[config.mk]
export PLATFORM = sky130hd
export DESIGN_NAME = parabola_closest_point_descent_flat
export DESIGN_NICKNAME = d
export VERILOG_FILES = /design/src/pcd_pkg.sv /design/src/pcd_req_if.sv /design/src/pcd_res_if.sv /design/src/parabola_closest_point_descent.sv /design/src/pcd_regs.sv /design/src/pcd_datapath.sv /design/src/pcd_ctrl.sv /design/src/flat_wrapper.sv
export SDC_FILE = /design/constraint.sdc
export NUM_CORES = 2
export LEC_CHECK = 0
export BUFFER_PORTS_ARGS = -buffer_cell sky130_fd_sc_hd__buf_2
export CAP_MARGIN = 20
export CORE_MARGIN = 8
export CORE_UTILIZATION = 55
export CTS_CLUSTER_DIAMETER = 50
export DETAILED_ROUTE_END_ITERATION = 8
export MAX_ROUTING_LAYER = met4
export PLACE_DENSITY = 0.72
export SYNTH_ARGS = -nofsm -noshare
export SYNTH_HDL_FRONTEND = slang
export SYNTH_SLANG_ARGS = --single-unit
[constraint.sdc]
create_clock -name clk -period 12.55 [get_ports clk]
set_input_delay 3.765 -clock clk [delete_from_list [all_inputs] [get_ports clk]]
set_output_delay 3.765 -clock clk [all_outputs]
set_load 0.02 [all_outputs]
[src/pcd_pkg.sv]
`default_nettype none
package pcd_pkg;

  localparam int FRAC_BITS_DEF  = 16;
  localparam int COUNT_BITS_DEF = 10;
  localparam int LIMIT_BITS     = 10;
  localparam int ADDR_BITS      = 5;

  typedef logic signed [31:0] fx_t;

  localparam logic [16:0] STEP_RESET  = 17'd655;
  localparam logic [30:0] THR_RESET   = 31'd66;
  localparam logic [LIMIT_BITS-1:0] LIMIT_RESET = 10'd100;

  typedef enum logic [2:0] {
    REG_SQUARE   = 3'd0,
    REG_LINEAR   = 3'd1,
    REG_CONSTANT = 3'd2,
    REG_STEP     = 3'd3,
    REG_LIMIT    = 3'd4,
    REG_THRESH   = 3'd5
  } reg_idx_t;

  typedef enum logic [3:0] {
    MUL_NONE, MUL_XX, MUL_LX, MUL_QS, MUL_EXEX, MUL_EYEY, MUL_QX, MUL_ED, MUL_SG
  } mul_sel_t;

  typedef enum logic [3:0] {
    OP_NONE, OP_LOAD, OP_SQ, OP_ACC, OP_CURVE, OP_EY, OP_DIST,
    OP_ERR, OP_DERIV, OP_GRAD, OP_STEP, OP_EVAL, OP_OUT
  } dp_op_t;

  typedef struct packed {
    mul_sel_t mul_sel;
    dp_op_t   op;
    logic     converged;
  } dp_cmd_t;

  typedef struct packed {
    logic close;
  } dp_status_t;

  typedef struct packed {
    fx_t         square;
    fx_t         linear;
    fx_t         constant;
    logic [16:0] step;
    logic [30:0] thresh;
  } cfg_t;

  function automatic fx_t sat_add(input fx_t a, input fx_t b);
    logic signed [32:0] s;
    s = {a[31], a} + {b[31], b};
    if (s[32] != s[31]) sat_add = s[32] ? 32'sh80000000 : 32'sh7fffffff;
    else sat_add = s[31:0];
  endfunction

  function automatic fx_t sat_sub(input fx_t a, input fx_t b);
    logic signed [32:0] s;
    s = {a[31], a} - {b[31], b};
    if (s[32] != s[31]) sat_sub = s[32] ? 32'sh80000000 : 32'sh7fffffff;
    else sat_sub = s[31:0];
  endfunction

endpackage
`default_nettype wire

[src/pcd_req_if.sv]
`default_nettype none
interface pcd_req_if;
  import pcd_pkg::*;
  logic valid;
  logic ready;
  fx_t  target_x;
  fx_t  target_y;
  fx_t  start_x;
  modport source (output valid, target_x, target_y, start_x, input ready);
  modport sink (input valid, target_x, target_y, start_x, output ready);
endinterface
`default_nettype wire

[src/pcd_res_if.sv]
`default_nettype none
interface pcd_res_if;
  import pcd_pkg::*;
  logic        valid;
  logic        ready;
  fx_t         nearest_x;
  fx_t         nearest_y;
  logic [30:0] squared_distance;
  logic        converged;
  modport source (output valid, nearest_x, nearest_y, squared_distance, converged,
                  input ready);
  modport sink (input valid, nearest_x, nearest_y, squared_distance, converged,
                output ready);
endinterface
`default_nettype wire

[src/parabola_closest_point_descent.sv]
// Closest point on y = a*x^2 + b*x + c by gradient descent, signed Q16.16.
// Channels: req carries one request (target_x, target_y, start_x) under
// valid/ready; res returns nearest_x, nearest_y, squared_distance and
// converged under valid/ready. Curve coefficients, step, iteration limit and
// stop threshold are written over the APB port; the user must write them only
// while no request is in work, as the block itself does not enforce this. A
// search runs at most as many iterations as the iteration limit, 100 after
// reset, and stops earlier when the threshold ends it. One shared 33x33
// multiplier sequenced by the controller sets the pace for the initial
// distance and every iteration. One request is in work at a time; the next
// is taken once the result sits in the output register.
// Reset clears the controller and the result valid and loads the register
// reset values. When the receiver stalls, the result holds in the output
// register; a finished search then waits until that register frees up.
`default_nettype none
module parabola_closest_point_descent
  import pcd_pkg::*;
#(
  parameter int FRAC_BITS  = FRAC_BITS_DEF,
  parameter int COUNT_BITS = COUNT_BITS_DEF
) (
  input  wire logic                 clk,
  input  wire logic                 rst,
  pcd_req_if.sink                   req,
  pcd_res_if.source                 res,
  input  wire logic                 psel,
  input  wire logic                 penable,
  input  wire logic                 pwrite,
  input  wire logic [ADDR_BITS-1:0] paddr,
  input  wire logic [31:0]          pwdata,
  output logic [31:0]               prdata,
  output logic                      pready
);

  cfg_t                  cfg;
  logic [COUNT_BITS-1:0] limit;
  dp_cmd_t               cmd;
  dp_status_t            status;

  pcd_regs #(.COUNT_BITS(COUNT_BITS)) u_regs (
    .clk, .rst, .psel, .penable, .pwrite, .paddr, .pwdata, .prdata, .pready,
    .cfg, .limit
  );

  pcd_ctrl #(.COUNT_BITS(COUNT_BITS)) u_ctrl (
    .clk, .rst,
    .in_valid  (req.valid),
    .in_ready  (req.ready),
    .out_valid (res.valid),
    .out_ready (res.ready),
    .limit, .status, .cmd
  );

  pcd_datapath #(.FRAC_BITS(FRAC_BITS)) u_dp (
    .clk, .cmd, .cfg,
    .in_target_x (req.target_x),
    .in_target_y (req.target_y),
    .in_start_x  (req.start_x),
    .status,
    .out_x    (res.nearest_x),
    .out_y    (res.nearest_y),
    .out_dist (res.squared_distance),
    .out_conv (res.converged)
  );

endmodule
`default_nettype wire

[src/pcd_regs.sv]
`default_nettype none
module pcd_regs
  import pcd_pkg::*;
#(
  parameter int COUNT_BITS = COUNT_BITS_DEF
) (
  input  wire logic                  clk,
  input  wire logic                  rst,
  input  wire logic                  psel,
  input  wire logic                  penable,
  input  wire logic                  pwrite,
  input  wire logic [ADDR_BITS-1:0]  paddr,
  input  wire logic [31:0]           pwdata,
  output logic [31:0]                prdata,
  output logic                       pready,
  output cfg_t                       cfg,
  output logic [COUNT_BITS-1:0]      limit
);

  logic [COUNT_BITS-1:0] limit_wr;
  logic [2:0]            idx;
  logic                  wr;

  assign idx    = paddr[4:2];
  assign wr     = psel && penable && pwrite;
  assign pready = 1'b1;

  always_comb begin
    for (int i = 0; i < COUNT_BITS; i++) begin
      limit_wr[i] = (i < LIMIT_BITS) ? pwdata[i] : 1'b0;
    end
  end

  always_ff @(posedge clk) begin
    if (rst) begin
      cfg.square   <= '0;
      cfg.linear   <= '0;
      cfg.constant <= '0;
      cfg.step     <= STEP_RESET;
      cfg.thresh   <= THR_RESET;
      limit        <= COUNT_BITS'(LIMIT_RESET);
    end else if (wr) begin
      unique case (idx)
        REG_SQUARE:   cfg.square   <= pwdata;
        REG_LINEAR:   cfg.linear   <= pwdata;
        REG_CONSTANT: cfg.constant <= pwdata;
        REG_STEP:     cfg.step     <= pwdata[16:0];
        REG_LIMIT:    limit        <= limit_wr;
        REG_THRESH:   cfg.thresh   <= pwdata[30:0];
        default: ;
      endcase
    end
  end

  always_comb begin
    unique case (idx)
      REG_SQUARE:   prdata = cfg.square;
      REG_LINEAR:   prdata = cfg.linear;
      REG_CONSTANT: prdata = cfg.constant;
      REG_STEP:     prdata = {15'd0, cfg.step};
      REG_LIMIT:    prdata = 32'(limit);
      REG_THRESH:   prdata = {1'b0, cfg.thresh};
      default:      prdata = '0;
    endcase
  end

endmodule
`default_nettype wire

[src/pcd_datapath.sv]
`default_nettype none
module pcd_datapath
  import pcd_pkg::*;
#(
  parameter int FRAC_BITS = FRAC_BITS_DEF
) (
  input  wire logic       clk,
  input  wire dp_cmd_t    cmd,
  input  wire cfg_t       cfg,
  input  wire fx_t        in_target_x,
  input  wire fx_t        in_target_y,
  input  wire fx_t        in_start_x,
  output dp_status_t      status,
  output fx_t             out_x,
  output fx_t             out_y,
  output logic [30:0]     out_dist,
  output logic            out_conv
);

  localparam logic signed [65:0] MAXV = 66'sd2147483647;
  localparam logic signed [65:0] MINV = -66'sd2147483648;

  fx_t px, py, x, f, sq, acc, e, d, g, ey, ex, r;
  logic [31:0]        prev;
  logic signed [65:0] prod;
  logic signed [65:0] sh;
  logic signed [32:0] ma, mb;
  fx_t                mr;
  fx_t                u;
  logic signed [33:0] diff;
  logic [33:0]        adiff;

  always_comb begin
    unique case (cmd.mul_sel)
      MUL_XX:   begin ma = {x[31], x};                     mb = {x[31], x};   end
      MUL_LX:   begin ma = {cfg.linear[31], cfg.linear};   mb = {x[31], x};   end
      MUL_QS:   begin ma = {cfg.square[31], cfg.square};   mb = {sq[31], sq}; end
      MUL_EXEX: begin ma = {ex[31], ex};                   mb = {ex[31], ex}; end
      MUL_EYEY: begin ma = {ey[31], ey};                   mb = {ey[31], ey}; end
      MUL_QX:   begin ma = {cfg.square[31], cfg.square};   mb = {x[31], x};   end
      MUL_ED:   begin ma = {e[31], e};                     mb = {d[31], d};   end
      MUL_SG:   begin ma = {16'd0, cfg.step};              mb = {g[31], g};   end
      default:  begin ma = '0;                             mb = '0;           end
    endcase
  end

  // floor shift, then clamp to 32 bits
  assign sh = prod >>> FRAC_BITS;
  always_comb begin
    if (sh > MAXV) mr = 32'sh7fffffff;
    else if (sh < MINV) mr = 32'sh80000000;
    else mr = sh[31:0];
  end

  assign u     = sat_sub(x, px);
  assign diff  = $signed({2'b00, r}) - $signed({2'b00, prev});
  assign adiff = diff[33] ? 34'(-diff) : 34'(diff);
  assign status.close = adiff < {3'd0, cfg.thresh};

  always_ff @(posedge clk) begin
    prod <= ma * mb;
    unique case (cmd.op)
      OP_LOAD: begin
        px   <= in_target_x;
        py   <= in_target_y;
        x    <= in_start_x;
        prev <= '1;
      end
      OP_SQ:    sq <= mr;
      OP_ACC:   acc <= mr;
      OP_CURVE: begin
        f  <= sat_add(sat_add(mr, acc), cfg.constant);
        ex <= sat_sub(px, x);
      end
      OP_EY:    ey <= sat_sub(py, f);
      OP_DIST:  r <= sat_add(mr, acc);
      OP_ERR: begin
        e   <= sat_sub(f, py);
        acc <= sat_add(u, u);
      end
      OP_DERIV: d <= sat_add(sat_add(mr, mr), cfg.linear);
      OP_GRAD:  g <= sat_add(sat_add(mr, mr), acc);
      OP_STEP:  x <= sat_sub(x, mr);
      OP_EVAL: begin
        if (!status.close) prev <= r;
      end
      OP_OUT: begin
        out_x    <= x;
        out_y    <= f;
        out_dist <= r[30:0];
        out_conv <= cmd.converged;
      end
      default: ;
    endcase
  end

endmodule
`default_nettype wire

[src/pcd_ctrl.sv]
`default_nettype none
module pcd_ctrl
  import pcd_pkg::*;
#(
  parameter int COUNT_BITS = COUNT_BITS_DEF
) (
  input  wire logic                  clk,
  input  wire logic                  rst,
  input  wire logic                  in_valid,
  output logic                       in_ready,
  output logic                       out_valid,
  input  wire logic                  out_ready,
  input  wire logic [COUNT_BITS-1:0] limit,
  input  wire dp_status_t            status,
  output dp_cmd_t                    cmd
);

  typedef enum logic [4:0] {
    IDLE, D0, D1, D2, D3, D4, D5, D6, CHECK,
    S0, S1, S2, S3, S4, S5, EVAL, FIN
  } state_t;

  state_t                state;
  logic [COUNT_BITS-1:0] count;
  logic                  first;
  logic                  conv;
  logic                  fin_go;

  assign in_ready = (state == IDLE);
  assign fin_go   = (state == FIN) && (!out_valid || out_ready);

  always_comb begin
    cmd.mul_sel   = MUL_NONE;
    cmd.op        = OP_NONE;
    cmd.converged = conv;
    unique case (state)
      IDLE:  if (in_valid) cmd.op = OP_LOAD;
      D0:    cmd.mul_sel = MUL_XX;
      D1:    begin cmd.op = OP_SQ;  cmd.mul_sel = MUL_LX;   end
      D2:    begin cmd.op = OP_ACC; cmd.mul_sel = MUL_QS;   end
      D3:    cmd.op = OP_CURVE;
      D4:    begin cmd.op = OP_EY;  cmd.mul_sel = MUL_EXEX; end
      D5:    begin cmd.op = OP_ACC; cmd.mul_sel = MUL_EYEY; end
      D6:    cmd.op = OP_DIST;
      S0:    begin cmd.op = OP_ERR; cmd.mul_sel = MUL_QX;   end
      S1:    cmd.op = OP_DERIV;
      S2:    cmd.mul_sel = MUL_ED;
      S3:    cmd.op = OP_GRAD;
      S4:    cmd.mul_sel = MUL_SG;
      S5:    cmd.op = OP_STEP;
      EVAL:  cmd.op = OP_EVAL;
      FIN:   if (fin_go) cmd.op = OP_OUT;
      default: ;
    endcase
  end

  always_ff @(posedge clk) begin
    if (rst) begin
      state     <= IDLE;
      count     <= '0;
      first     <= 1'b0;
      conv      <= 1'b0;
      out_valid <= 1'b0;
    end else begin
      if (fin_go) out_valid <= 1'b1;
      else if (out_ready) out_valid <= 1'b0;
      unique case (state)
        IDLE: if (in_valid) begin
          state <= D0;
          count <= '0;
          first <= 1'b1;
        end
        D0: state <= D1;
        D1: state <= D2;
        D2: state <= D3;
        D3: state <= D4;
        D4: state <= D5;
        D5: state <= D6;
        D6: begin
          state <= first ? CHECK : EVAL;
          first <= 1'b0;
        end
        CHECK: begin
          if (count < limit) state <= S0;
          else begin
            conv  <= 1'b0;
            state <= FIN;
          end
        end
        S0: state <= S1;
        S1: state <= S2;
        S2: state <= S3;
        S3: state <= S4;
        S4: state <= S5;
        S5: state <= D0;
        EVAL: begin
          count <= count + 1'b1;
          if (status.close) begin
            conv  <= 1'b1;
            state <= FIN;
          end else begin
            state <= CHECK;
          end
        end
        FIN: if (fin_go) state <= IDLE;
        default: state <= IDLE;
      endcase
    end
  end

endmodule
`default_nettype wire

[src/flat_wrapper.sv]
// flat-port wrapper written by rule: the top's interface ports become plain ports
module parabola_closest_point_descent_flat import pcd_pkg::*;
#(
  parameter int FRAC_BITS  = FRAC_BITS_DEF,
  parameter int COUNT_BITS = COUNT_BITS_DEF
)
  (clk, rst, psel, penable, pwrite, paddr, pwdata, prdata, pready, req_valid, req_target_x, req_target_y, req_start_x, req_ready, res_valid, res_nearest_x, res_nearest_y, res_squared_distance, res_converged, res_ready);
  pcd_req_if req_i ();
  pcd_res_if res_i ();
  input  wire logic clk;
  input  wire logic rst;
  input  wire logic psel;
  input  wire logic penable;
  input  wire logic pwrite;
  input  wire logic [ADDR_BITS-1:0] paddr;
  input  wire logic [31:0] pwdata;
  output logic [31:0] prdata;
  output logic pready;
  input wire logic [$bits(req_i.valid)-1:0] req_valid;
  input wire logic [$bits(req_i.target_x)-1:0] req_target_x;
  input wire logic [$bits(req_i.target_y)-1:0] req_target_y;
  input wire logic [$bits(req_i.start_x)-1:0] req_start_x;
  output wire logic [$bits(req_i.ready)-1:0] req_ready;
  output wire logic [$bits(res_i.valid)-1:0] res_valid;
  output wire logic [$bits(res_i.nearest_x)-1:0] res_nearest_x;
  output wire logic [$bits(res_i.nearest_y)-1:0] res_nearest_y;
  output wire logic [$bits(res_i.squared_distance)-1:0] res_squared_distance;
  output wire logic [$bits(res_i.converged)-1:0] res_converged;
  input wire logic [$bits(res_i.ready)-1:0] res_ready;
  assign req_i.valid = req_valid;
  assign req_i.target_x = req_target_x;
  assign req_i.target_y = req_target_y;
  assign req_i.start_x = req_start_x;
  assign req_ready = req_i.ready;
  assign res_valid = res_i.valid;
  assign res_nearest_x = res_i.nearest_x;
  assign res_nearest_y = res_i.nearest_y;
  assign res_squared_distance = res_i.squared_distance;
  assign res_converged = res_i.converged;
  assign res_i.ready = res_ready;
  parabola_closest_point_descent #(.FRAC_BITS(FRAC_BITS), .COUNT_BITS(COUNT_BITS)) u_core (.clk(clk), .rst(rst), .req(req_i), .res(res_i), .psel(psel), .penable(penable), .pwrite(pwrite), .paddr(paddr), .pwdata(pwdata), .prdata(prdata), .pready(pready));
endmodule
==> results.yml <==
routing:
  wire_per_inst_um: 25.9
  drcViolationCount: 0
  drt_wl_total_um: 297000
  first_pass_iters: 7
  ant_nets: 0
  via_per_inst: 6.03
  drt-initial-drc-count: 8437
  vias: 69262
power:
  leakagePower_nw: 42.3
  power_density_mw_per_mm2: 201
  p_switching_mw: 9.16
  peakVddDrop_uv: 161
  comb_power_share_pct: 65.5
  p_sw_share_pct: 49.6
  p_clk_share_pct: 16.9
  power_frac_seq_pct: 17.6
  intPower_mw: 9.31
die:
  io_pins: 271
  initial_core_util_pct: 55.2
  num_rows: 143
  coreArea_mm2: 0.152
  die_h_um: 406
  die_area_mm2: 0.165
  die_w_um: 406
critical_path:
  start_kind: "flip-flop"
  cp.required_ns: 13.15
  cp_common_cell: "fa_1"
  cp-end-kind: "flip-flop"
  cp_slowest_cell: "nand3_1"
  critPathKind: "flip-flop to flip-flop"
  critPathMaxStageDelay_ns: 0.93
  cp_max_fo: 22
  cp.arrival_ns: 12.41
synth:
  synth_cell_types: 99
  synthSimpleGateAreaFrac_pct: 13.7
  syn_inst: 9217
  synth-xor-area-share_pct: 3.71
  ys.flop_type: "edfxtp_1"
  synth_nets: 11062
  synth_top_family_by_area: "adder cells"
  yosysWarnings: 0
  synth_compound_area_share_pct: 13.4
  ys_ff_latch: 734
  syn-cell-area_mm2: 0.0838
  synth-adder-area-share_pct: 36.0
  synth_edf_count: 512
  ys_seq_area_share_pct: 23.6
  async_reset_ff_share_pct: 0
  synth.area.mux_share_pct: 0.794
  avgSynthCellArea_um2: 9.09
timing:
  rsz0062_at_grt: "no"
  relSlewSlack_pct: 18.1
  final-setup-viol-count: 0
  drv_slew: 0
  fin_crit_sh_pct: 94.1
  hold_viol_final: 0
  finalClockSkew_ns: 0.0711
  max_freq_ghz: 0.0847
  period_needed_ns: 11.81
  worst_pin_slew_ns: 1.22
  finalSetupTns_ns: 0
clocking:
  insertion_delay_ns: 0.76
  tritoncts: "yes"
  cts.sinks: 734
  clockBufferDepth: 3
  cts-buffers-inserted: 102
  root_buffer: "clkbuf_16"
  ctsHtreeMaxLevel: 3
  path_clk_slew_ns: 0.06
  cts_resized: 0
  post_cts_buffers: 0
  cts_hold_buf: 0
cells_and_area:
  final_common_cell: "inv_1"
  layout.nets: 11204
  layout.area.seq_mm2: 0.0198
  final_area_mm2: 0.0918
  drive_above_1_share_pct: 8.56
  fill_cells: 13173
  layout_common_cells: "1,489 x inv_1, 1,283 x nand2_1, 1,132 x fa_1"
  syn_to_final_growth_pct: 9.52
  multi_input_area_mm2: 0.0570
global_routing:
  antenna_found_initial: 24
  grt_pass1_vias: 68783
  grt_use_met1_pct: 50.7
  grt_util_met3_pct: 7.62
  grt_max_degree: 85
  grt-ovfl-total: 0
  grt_pass1_wl_um: 442000
  gr-usage-all-layers_pct: 36.9
  top_usage_layer: "met2"
  met2_usage_pct: 53.0
status:
  status: "complete, no violations"
hold_path:
  min_path_type: "flip-flop to flip-flop"
place:
  dp_hpwl_um: 242000
  dpl_cell_area_mm2: 0.0881
  port_buffers: 267
  routabilityCongestion: 1.03
run:
  maxCapViolations: 0
## cells in the mapped netlist (all sizes together) (33+ instances only)
master,instances,area (µm²)
a221oi,39,348
buf,38,168
o21bai,54,405
xor2,124,1090
a22oi,50,375
fa,1132,22700
nand3,77,390
mux2i,44,440
nand4,72,450
nand2,1283,4820
edfxtp,512,15400
a31oi,45,282
nand2b,95,594
a211oi,44,330
and2,53,332
nor3,74,370
nor2b,55,344
a21o,213,1600
or3,42,263
inv,1491,5600
ha,573,7170
maj3,33,330
o31ai,41,318
o21a,53,398
a21oi,629,3160
a22o,62,543
o21ai,297,1490
nor2,701,2640
xnor2,230,2020
and3,33,206
clkbuf,427,1600
dfxtp,222,4440
## cells by family (layout without fill, tap and decap cells)
group                      Yosys count  in the layout
and+or+nand+nor                   2625           2625
buffers and inverters             1958           2187
AOI/OAI and AO/OA                 1749           1749
adders and majority gates         1738           1738
DFF                                734            734
xor gates and xnor gates           354            354
muxes                               58             58
other                                1             15
## stage by stage
stage | cells | setup WS, ns | hold slack (ns) | power (mW) | util (%)
floorplan | 9217 | 1.95 | 0.409 | 11.0 | -
global placement | 11282 | 1.20 | 0.441 | 14.9 | 58.0
detailed placement | 11284 | 1.02 | 0.447 | 15.0 | 58.1
CTS | 11475 | 0.898 | 0.456 | 18.2 | 60.5
global route | 11485 | 0.368 | 0.471 | 19.6 | 60.5
finish | 11490 | 0.742 | 0.455 | 18.5 | 60.5
## worst paths after layout
| kind | end | cells past startpoint | slack (ns) | from |
|---|---|---|---|---|
| worst max register to register | u_core.u_dp.prod[58]$_DFF_P_ | 34 | 0.74 | u_core.u_ctrl.state[0]$_SDFFE_PP0P_ |
| worst max-delay path | u_core.u_dp.prod[58]$_DFF_P_ | 34 | 0.74 | u_core.u_ctrl.state[0]$_SDFFE_PP0P_ |
| worst min-delay path | u_core.u_regs.cfg[15]$_SDFFE_PP0P_ | 2 | 0.46 | u_core.u_regs.cfg[15]$_SDFFE_PP0P_ |
| worst min register to register | u_core.u_regs.cfg[15]$_SDFFE_PP0P_ | 2 | 0.46 | u_core.u_regs.cfg[15]$_SDFFE_PP0P_ |
## registers in the layout, summed over array words and instances, names as in the netlist, 10 cells and up
signal                flops
u_core.u_dp.prev         32
u_core.u_dp.out_y        32
u_core.u_ctrl.count      10
u_core.u_dp.ey           32
u_core.u_dp.ex           32
u_core.u_dp.r            32
u_core.u_dp.py           32
u_core.u_dp.px           32
u_core.u_dp.sq           32
u_core.u_dp.f            32
u_core.u_dp.e            32
u_core.u_dp.x            32
u_core.u_dp.acc          32
u_core.u_dp.out_x        32
u_core.u_dp.prod         50
u_core.u_dp.d            32
u_core.u_regs.cfg       144
u_core.u_regs.limit      10
u_core.u_dp.g            32
u_core.u_dp.out_dist     31
## metal layers
metal  vias to the layer above  part of all wire [%]  wire length, µm
met3                       692                    11            32700
met4                         0                   5.6            16600
met2                      3862                    43           126000
met1                     34396                    41           121000
met5                         -                     0                0
li1                      30312                     -                -
## power groups by stage
stage | registers [mW] | logic [mW] | clock network (mW)
6_report | 3.25 | 12.1 | 3.13
5_1_grt | 3.26 | 13.1 | 3.25
4_1_cts | 3.24 | 11.9 | 3.15
3_5_place_dp | 3.29 | 11.7 | 0
3_3_place_gp | 3.28 | 11.7 | 0
2_1_floorplan | 3.22 | 7.74 | 0
## area by class of cell
type | count | area share [%]
clock inverter | 65 | 0.921
antenna | 14 | 0.0382
sequential | 734 | 21.6
tap | 2030 | 2.77
clock buffer | 126 | 3.08
multi-input combinational | 6525 | 62.1
inverter | 1493 | 6.11
timing repair buffer | 503 | 3.44
## critical path, delay by kind of cell, from the launching register on
kind	cells	cell delay [ns]
xor gates and xnor gates	1	0.15
DFF	1	0.79
AOI/OAI and AO/OA	10	3.66
and+or+nand+nor	7	2.30
buffers and inverters	7	1.05
adders and majority gates	9	3.65
Power figures use the tool's default switching activity.
